==> src/hw/rtl/weighted_manhattan_voronoi_labeler_assert.svh <==
// Assertion macros shared by the labeler RTL
`ifndef WEIGHTED_MANHATTAN_VORONOI_LABELER_ASSERT_SVH
`define WEIGHTED_MANHATTAN_VORONOI_LABELER_ASSERT_SVH

// Consequent must hold in the same cycle as the antecedent
`define WMVL_ASSERT_SAME(name, clk, rst_n, ante, cons, msg) \
    name: assert property (@(posedge clk) disable iff (!rst_n) (ante) |-> (cons)) \
        else $error(msg);

// Consequent must hold in the cycle after the antecedent
`define WMVL_ASSERT_NEXT(name, clk, rst_n, ante, cons, msg) \
    name: assert property (@(posedge clk) disable iff (!rst_n) (ante) |=> (cons)) \
        else $error(msg);

`endif

==> src/hw/rtl/wmvl_pkg.sv <==
// Types and constants shared by the labeler modules
`timescale 1ns / 1ps
package wmvl_pkg;

    localparam int COORD_W  = 10;
    localparam int WEIGHT_W = 10;
    localparam int LABEL_W  = 5;
    localparam int EXTENT_W = 11;
    localparam int DIST_W   = COORD_W + 1;
    localparam int PROD_W   = DIST_W + WEIGHT_W;

    localparam logic [EXTENT_W-1:0] EXTENT_RESET = EXTENT_W'(900);

    // Request codes carried in req_type
    localparam logic REQ_LOAD  = 1'b0;
    localparam logic REQ_PIXEL = 1'b1;

    typedef logic [COORD_W-1:0]  t_coord;
    typedef logic [WEIGHT_W-1:0] t_weight;
    typedef logic [LABEL_W-1:0]  t_label;
    typedef logic [EXTENT_W-1:0] t_extent;
    typedef logic [DIST_W-1:0]   t_dist;
    typedef logic [PROD_W-1:0]   t_prod;

    typedef struct packed {
        t_coord  x;
        t_coord  y;
        t_weight w;
    } t_seed;

    typedef struct packed {
        logic load;    // write seed slot, clear its edge flag
        logic start;   // capture pixel, read row buffer
        logic issue;   // read next seed into the distance pipe
        logic finish;  // form result, update row buffer and flags
    } t_cmd;

    typedef struct packed {
        logic last_issue;
        logic scan_done;
        logic pipe_busy;
        logic out_free;
    } t_sts;

endpackage

==> src/hw/rtl/wmvl_ctrl.sv <==
// Sequencer for seed loads and the per-pixel seed scan
`timescale 1ns / 1ps
module wmvl_ctrl
    import wmvl_pkg::*;
(
    input  logic i_clk,
    input  logic i_rst_n,
    input  logic i_in_valid,
    output logic o_in_ready,
    input  logic i_req_type,
    output t_cmd o_cmd,
    input  t_sts i_sts
);
    `include "weighted_manhattan_voronoi_labeler_assert.svh"

    typedef enum logic [3:0] {
        S_IDLE   = 4'b0001,
        S_SCAN   = 4'b0010,
        S_DRAIN  = 4'b0100,
        S_FINISH = 4'b1000
    } t_state;

    t_state r_state;
    t_state n_state;
    logic   accept;

    assign o_in_ready = (r_state == S_IDLE);
    assign accept     = i_in_valid && o_in_ready;

    always_comb begin
        n_state = r_state;
        o_cmd   = '0;
        unique case (r_state)
            S_IDLE: begin
                o_cmd.load  = accept && (i_req_type == REQ_LOAD);
                o_cmd.start = accept && (i_req_type == REQ_PIXEL);
                if (o_cmd.start) begin
                    n_state = S_SCAN;
                end
            end
            S_SCAN: begin
                o_cmd.issue = 1'b1;
                if (i_sts.last_issue) begin
                    n_state = S_DRAIN;
                end
            end
            S_DRAIN: begin
                if (i_sts.scan_done) begin
                    n_state = S_FINISH;
                end
            end
            S_FINISH: begin
                // hold the result until the output register frees up
                if (i_sts.out_free) begin
                    o_cmd.finish = 1'b1;
                    n_state      = S_IDLE;
                end
            end
            default: n_state = S_IDLE;
        endcase
    end

    always_ff @(posedge i_clk) begin
        if (!i_rst_n) begin
            r_state <= S_IDLE;
        end else begin
            r_state <= n_state;
        end
    end

    `WMVL_ASSERT_SAME(a_done_in_drain, i_clk, i_rst_n, i_sts.scan_done, r_state == S_DRAIN,
        "last compare seen outside drain")
    `WMVL_ASSERT_SAME(a_finish_pipe_empty, i_clk, i_rst_n, r_state == S_FINISH, !i_sts.pipe_busy,
        "distance pipe still busy at finish")
endmodule

==> config.mk <==
export PLATFORM = sky130hd
export DESIGN_NAME = wmvl_ctrl
export DESIGN_NICKNAME = d
export VERILOG_FILES = /design/src/hw/rtl/wmvl_pkg.sv /design/src/hw/rtl/wmvl_ctrl.sv
export VERILOG_INCLUDE_DIRS = /design/src /design/src/hw/rtl
export SDC_FILE = /design/constraint.sdc
export NUM_CORES = 1
export LEC_CHECK = 0
export ABC_CLOCK_PERIOD_IN_PS = 1900
export BUFFER_PORTS_ARGS = -buffer_cell sky130_fd_sc_hd__buf_2
export CAP_MARGIN = 20
export CORE_AREA = 2 2 39 41
export DETAILED_ROUTE_END_ITERATION = 10
export DIE_AREA = 0 0 41 43
export GPL_TIMING_DRIVEN = 0
export HOLD_SLACK_MARGIN = 0.12
export SLEW_MARGIN = 20
export SYNTH_ARGS = -nofsm -noshare
export SYNTH_HDL_FRONTEND = slang
export SYNTH_SLANG_ARGS = --single-unit
==> constraint.sdc <==
create_clock -name i_clk -period 1.9 [get_ports i_clk]
set_input_delay 0.38 -clock i_clk [delete_from_list [all_inputs] [get_ports i_clk]]
set_output_delay 0.38 -clock i_clk [all_outputs]
set_load 0.01 [all_outputs]
Word level (Yosys, flattened, before mapping)
Index checks and enable logic that the tools add are counted.
- output and inout bits: 5
- register bits: 4
- bits of input ports: 8
- reductions and logical operators: 4
- equality and inequality tests: 8
- muxes and demuxes: 9
- bitwise logic cells: 1
- operators by type and width (operator ; number):
    4-bit 2-to-1 mux ; 4
    4-bit one-hot mux with 4 select lines ; 1
    2-bit != test (second input constant) ; 3
    4-bit by 1-bit equality test with 1-bit output (second input constant) ; 1
    4-bit by 2-bit equality test with 1-bit output (second input constant) ; 1
    4-bit by 3-bit equality test with 1-bit output (second input constant) ; 1
    4-bit equality test (second input constant) ; 1
    4-bit AND reduction ; 1
    1-bit logical AND ; 3
    1-bit 2-to-1 mux ; 3
    2-bit 2-to-1 mux ; 1
    2-bit by 1-bit != test with 1-bit output (second input constant) ; 1
    1-bit NOT ; 1

Depth between registers and ports, before layout
Gate-level depths: netlist of the first run.
- depth after elaboration: 5
- depth in mapped cells: 4
- gate-level depth less buffers: 3

Least setup slack after synthesis of the first run
Ideal clock, no wire load.
- kind: flip-flop to output port
- start: reg r_state[3]
- end: out o_cmd[3] in the netlist's numbering
- arrival time: 1.162 ns
- required time: 1.520 ns
- stages on the path, launching flop included: 4
- path slack: 0.358 ns
- path through: dfxtp_1 > buf_6 > or4b_4 > nor3b_2
- RTL lines (element ; line ; text):
    start, declared ; wmvl_ctrl.sv:23 ; t_state r_state;
    start signal, assigned ; wmvl_ctrl.sv:67 ; r_state <= n_state;
    end, declared ; wmvl_ctrl.sv:11 ; output t_cmd o_cmd,

==> results.sh, run 1 <==
export IMPL_run_status="completed"
export IMPL_cp_endpoint="o_cmd[3]"
export IMPL_power_density_nw_per_um2=608
export IMPL_crit_type="reg2out"
export IMPL_hold_violations=0
export IMPL_worst_slew_pin_slew_ps=412
export IMPL_die_area_um2=1760
export IMPL_grt_pass1_vias=261
export IMPL_cts_buffers=3
export IMPL_r2r_end="r_state[0]$_SDFFE_PN1P_"
export IMPL_finalWirelength_um=650
export IMPL_cts_hold_buf=0
export IMPL_min_path_type="in2reg"
export IMPL_max_freq_mhz=548
export IMPL_dp_cells=56
export IMPL_grt_pass1_wl_mm=1.06
export IMPL_placementRows=14
export IMPL_die_height_um=43
export IMPL_ys_ff_latch=4
export IMPL_cts_root_buf="clkbuf_4"
export IMPL_firstDrtPassIters=4
export IMPL_nets=56
export IMPL_avgSynthCellArea_um2=9.23
export IMPL_synthCells=29
export IMPL_end_kind="output pin"
export IMPL_htreeDepth=1
export IMPL_grt_use_total=0.0893
export IMPL_place_ws_ps=245
export IMPL_skew_ps=2.83
export IMPL_vias=279
export IMPL_critPathLaunch="r_state[2]$_SDFFE_PN0P_"
export IMPL_ys_warn_count=0
export IMPL_cp_start_kind="flop"
export IMPL_fillers=160
export IMPL_cts_max_path_buffers=2
export IMPL_ioPinCount=13
export IMPL_start_util=0.193
export IMPL_r2r_start="r_state[3]$_SDFFE_PN0P_"
export IMPL_io_buffers=11
export IMPL_via_per_inst=4.50
export IMPL_r2r_cells=4
export IMPL_final_setup_tns_ps=0
export IMPL_path_clk_slew_ps=40
export IMPL_ir_drop_mv=0.195
export IMPL_syn_to_final_growth_pct=47.2
export IMPL_antenna_cells=0
export IMPL_cts_sinks=4
export IMPL_cpPeakStageDelay_ps=570
export IMPL_synth_cell_type_count=18
export IMPL_grt_max_degree=10
export IMPL_largest_register_ffs=4
export IMPL_required_ps=1520
export IMPL_worst_slack_ps=75.7
export IMPL_routabilityCongestion=0.735
export IMPL_die_x_um=41
export IMPL_finalSetupViolCount=0
export IMPL_cp_arrival_ps=1440
export IMPL_min_from="i_rst_n"
export IMPL_drv_slew=0
export IMPL_avgRoutedWirePerCell_um=10.5
export IMPL_clock_latency_ps=230
export IMPL_regMostFlops="r_state"
export IMPL_worst_path_max_fanout=4
export IMPL_drv_cap=0
export IMPL_slew_headroom=0.721
export IMPL_cts_tree="built"
export IMPL_whs_ps=378
export IMPL_leakage_nw=0.166
export IMPL_r2r_slack_ps=590
export IMPL_fin_crit_sh=0.960
export IMPL_largestRegisters="r_state x4"
export IMPL_antenna_found_initial=0
export IMPL_period_minus_slack_ps=1820
export IMPL_fp_coreArea_um2=1380
export IMPL_ys_seq_area_frac=0.299
export IMPL_fin_cells=62
export IMPL_drive_gt1_frac=0.543
export IMPL_overflow=0
export IMPL_hpwlAfterDp_um=459
export IMPL_crit_chain="or4b_4 -> nor3b_2 -> buf_2"
export IMPL_syn_cell_area_um2=268
export IMPL_cp_slowest_cell="or4b_4"
export IMPL_drc=0
export IMPL_drtIter0Drc=6
export IMPL_ant_nets=0
export IMPL_synth_nets=37
[layout by cell type (no fill, tap or decap), drive strengths merged]
master / n
buf: 15
dfxtp: 4
inv: 3
nor4b: 3
clkbuf: 3
nor3b: 3
nand2: 2
o21a: 2
a31oi: 2
or4b: 1
nor2: 1
nor4: 1
or2b: 1
or3b: 1
a311oi: 1
nand2b: 1
o211ai: 1
nor2b: 1
[worst max-delay path: cells and delay by family (launching register included)]
family,cells,cell delay (ps)
buf+inv,1,140
flops,1,340
simple gates,2,730
[per-stage QoR]
stage	util	instance area, µm²	power, W
after floorplan	-	268	0.000121
after global placement	0.248	343	0.000138
after detailed placement	0.248	343	0.000139
after CTS	0.258	357	0.000249
after global routing	0.285	394	0.000259
final	0.285	394	0.000240
[cell families (layout without fill, tap and decap cells)]
| kind of cell | after synthesis | count (layout) | share of synthesized area |
|---|---|---|---|
| buffers and inverters | 4 | 21 | 0.0841 |
| AND/OR/NAND/NOR | 15 | 15 | 0.453 |
| flip-flops | 4 | 4 | 0.299 |
| AO/OA/AOI/OAI | 6 | 6 | 0.164 |
[cell usage after synthesis]
library cell / instances / share of area
a311oi_1: 1 / 0.033
nor2_4: 1 / 0.042
or3b_1: 1 / 0.033
nand2_1: 2 / 0.028
dfxtp_1: 4 / 0.30
nand2b_1: 1 / 0.023
a31oi_1: 2 / 0.047
or4b_4: 1 / 0.051
inv_1: 3 / 0.042
or2b_1: 1 / 0.028
nor4_1: 1 / 0.023
nor2b_1: 1 / 0.023
nor3b_1: 2 / 0.056
nor3b_2: 1 / 0.047
o211ai_1: 1 / 0.028
o21a_1: 2 / 0.056
buf_6: 1 / 0.042
nor4b_1: 3 / 0.098
[layout make-up]
cell class                 count  area, µm²  area share
multi-input combinational     21        165       0.419
clock buffer                   3       22.5      0.0571
timing repair buffer          15       85.1       0.216
tap                           16       20.0      0.0508
sequential                     4       90.1       0.229
inverter                       3       11.3      0.0286
[layer usage]
metal	track usage	routed length (µm)
met5	0	0
met1	0.112	293
met4	0.0400	0
met3	0.0471	70
met2	0.122	287
[timing repair]
action | CTS | global route
hold endpoints to repair | 0 | 0
pin swaps | 2 | 2
buffers inserted | 0 | 4
setup endpoints to repair | 1 | 1
resized for setup | 2 | 4
[worst min-delay path by stage]
stage / endpoint / cells past startpoint
2_1_floorplan: r_state[0]$_SDFFE_PN1P_ / 1
3_3_place_gp: r_state[2]$_SDFFE_PN0P_ / 2
3_5_place_dp: r_state[2]$_SDFFE_PN0P_ / 2
4_1_cts: r_state[0]$_SDFFE_PN1P_ / 2
5_1_grt: r_state[0]$_SDFFE_PN1P_ / 2
6_report: r_state[0]$_SDFFE_PN1P_ / 2
[power by group]
group / switching [W] / internal (W)
combinational: 0.0000201 / 0.0000231
sequential: 0.00000630 / 0.0000859
clock: 0.0000335 / 0.0000706
total: 0.0000600 / 0.000180
(Power assumes the default switching activity.)
==> inputs of run 2 (changes only) <==
- CTS_BUF_LIST: default -> sky130_fd_sc_hd__clkbuf_2
==> run 2 against run 1 <==
Clock skew increased by 1.7 ps. Wire length decreased by 4.6%. Die area unchanged. Highest routed layer unchanged.
==> results.sh, run 2 (synthesis results as in run 1) <==
export IMPL_run_status="completed"
export IMPL_grt_use_total=0.0903
export IMPL_firstDrtPassIters=4
export IMPL_cp_arrival_ps=1450
export IMPL_start_util=0.193
export IMPL_ant_nets=0
export IMPL_placed_area_um2=343
export IMPL_multiInputGateArea_um2=165
export IMPL_fin_util=0.267
export IMPL_hold_depth=2
export IMPL_routabilityCongestion=0.735
export IMPL_grt_pass1_wl_mm=1.04
export IMPL_max_freq_mhz=547
export IMPL_drc=0
export IMPL_drv_slew=0
export IMPL_worst_slew_pin_slew_ps=414
export IMPL_cts_root_buf="clkbuf_2"
export IMPL_min_path_type="in2reg"
export IMPL_clock_latency_ps=200
export IMPL_fin_crit_sh=0.962
export IMPL_via_per_inst=4.45
export IMPL_fillers=161
export IMPL_final_common_cell="buf_2"
export IMPL_htreeDepth=1
export IMPL_cts_buffers=3
export IMPL_io_buffers=11
export IMPL_hold_violations=0
export IMPL_overflow=0
export IMPL_cts_max_path_buffers=2
export IMPL_syn_to_final_growth_pct=37.9
export IMPL_rsz0062_at_grt="yes"
export IMPL_drive_gt1_frac=0.523
export IMPL_drv_cap=0
export IMPL_cts_sinks=4
export IMPL_fp_coreArea_um2=1380
export IMPL_period_minus_slack_ps=1830
export IMPL_leakage_nw=0.153
export IMPL_largest_register_ffs=4
export IMPL_antenna_cells=0
export IMPL_placementRows=14
export IMPL_finalSetupViolCount=0
export IMPL_ioPinCount=13
export IMPL_avgRoutedWirePerCell_um=10.3
export IMPL_r2r_cells=3
export IMPL_path_clk_slew_ps=50
export IMPL_skew_ps=4.57
export IMPL_ir_drop_mv=0.229
export IMPL_vias=267
export IMPL_finalWirelength_um=620
export IMPL_nets=54
export IMPL_worst_path_max_fanout=5
export IMPL_seq_area_um2=87.6
export IMPL_end_kind="output pin"
export IMPL_die_x_um=41
export IMPL_r2r_slack_ps=640
export IMPL_cp_start_kind="flop"
export IMPL_die_area_um2=1760
export IMPL_cts_tree="built"
export IMPL_report_power_total_w=0.000213
export IMPL_grt_max_degree=10
export IMPL_stdcell_area_um2=369
export IMPL_regMostFlops="r_state"
export IMPL_slew_headroom=0.720
export IMPL_antenna_found_initial=0
export IMPL_final_cell_mix="buf_2, inv_1, nor4b_1, clkbuf_2, dfxtp_2"
export IMPL_drtIter0Drc=2
export IMPL_crit_type="reg2out"
export IMPL_largestRegisters="r_state x4"
export IMPL_required_ps=1520
export IMPL_power_density_nw_per_um2=576
export IMPL_hpwlAfterDp_um=459
export IMPL_grt_pass1_vias=261
export IMPL_die_height_um=43
run 2: layout make-up:
| type | count | area share |
|---|---|---|
| Clock buffer | 3 | 0.0407 |
| Inverter | 3 | 0.0305 |
| Multi-Input combinational cell | 21 | 0.447 |
| Sequential cell | 4 | 0.237 |
| Tap cell | 16 | 0.0542 |
| Timing Repair Buffer | 13 | 0.190 |
run 2: metal layers:
layer | global-route usage | share of wire | vias up
met5 | 0 | 0 | -
met1 | 0.112 | 0.47 | 114
met3 | 0.0628 | 0.11 | 0
met4 | 0.0400 | 0 | 0
met2 | 0.116 | 0.42 | 13
li1 | - | - | 140
run 2: worst max-delay path: stages, from the launching register on:
cell and delay, ps:
dfxtp_4 350, or4b_4 580, nor3b_2 180, buf_2 140
run 2: final timing paths:
| kind | from | end |
|---|---|---|
| setup reg to reg | r_state[3]$_SDFFE_PN0P_ | r_state[0]$_SDFFE_PN1P_ |
| setup / recovery | r_state[3]$_SDFFE_PN0P_ | o_cmd[3] |
| hold / removal | i_rst_n | r_state[0]$_SDFFE_PN1P_ |
| hold reg to reg | r_state[0]$_SDFFE_PN1P_ | r_state[2]$_SDFFE_PN0P_ |
run 2: timing repair:
action / 4_1_cts / 5_1_grt
hold buffers: 0 / 0
setup buffers: 0 / 2
endpoints found under the setup margin: 0 / 1
gates resized for setup: 0 / 5
run 2: stage by stage:
step | cells | setup TNS [ps] | setup WS [ps] | hold WS (ps)
final | 60 | 0 | 71.7 | 400
after global routing | 60 | -13.5 | -13.5 | 397
after CTS | 59 | 0 | 11.1 | 392
after detailed placement | 56 | 0 | 245 | 531
after global placement | 56 | 0 | 265 | 526
after floorplan | 29 | 0 | 358 | 469
run 2: where the power goes:
group          total [W]  switching, W  internal (W)
Combinational  0.0000428     0.0000198     0.0000230
Sequential     0.0000937    0.00000657     0.0000871
Clock          0.0000761     0.0000337     0.0000424
Total           0.000213     0.0000600      0.000153
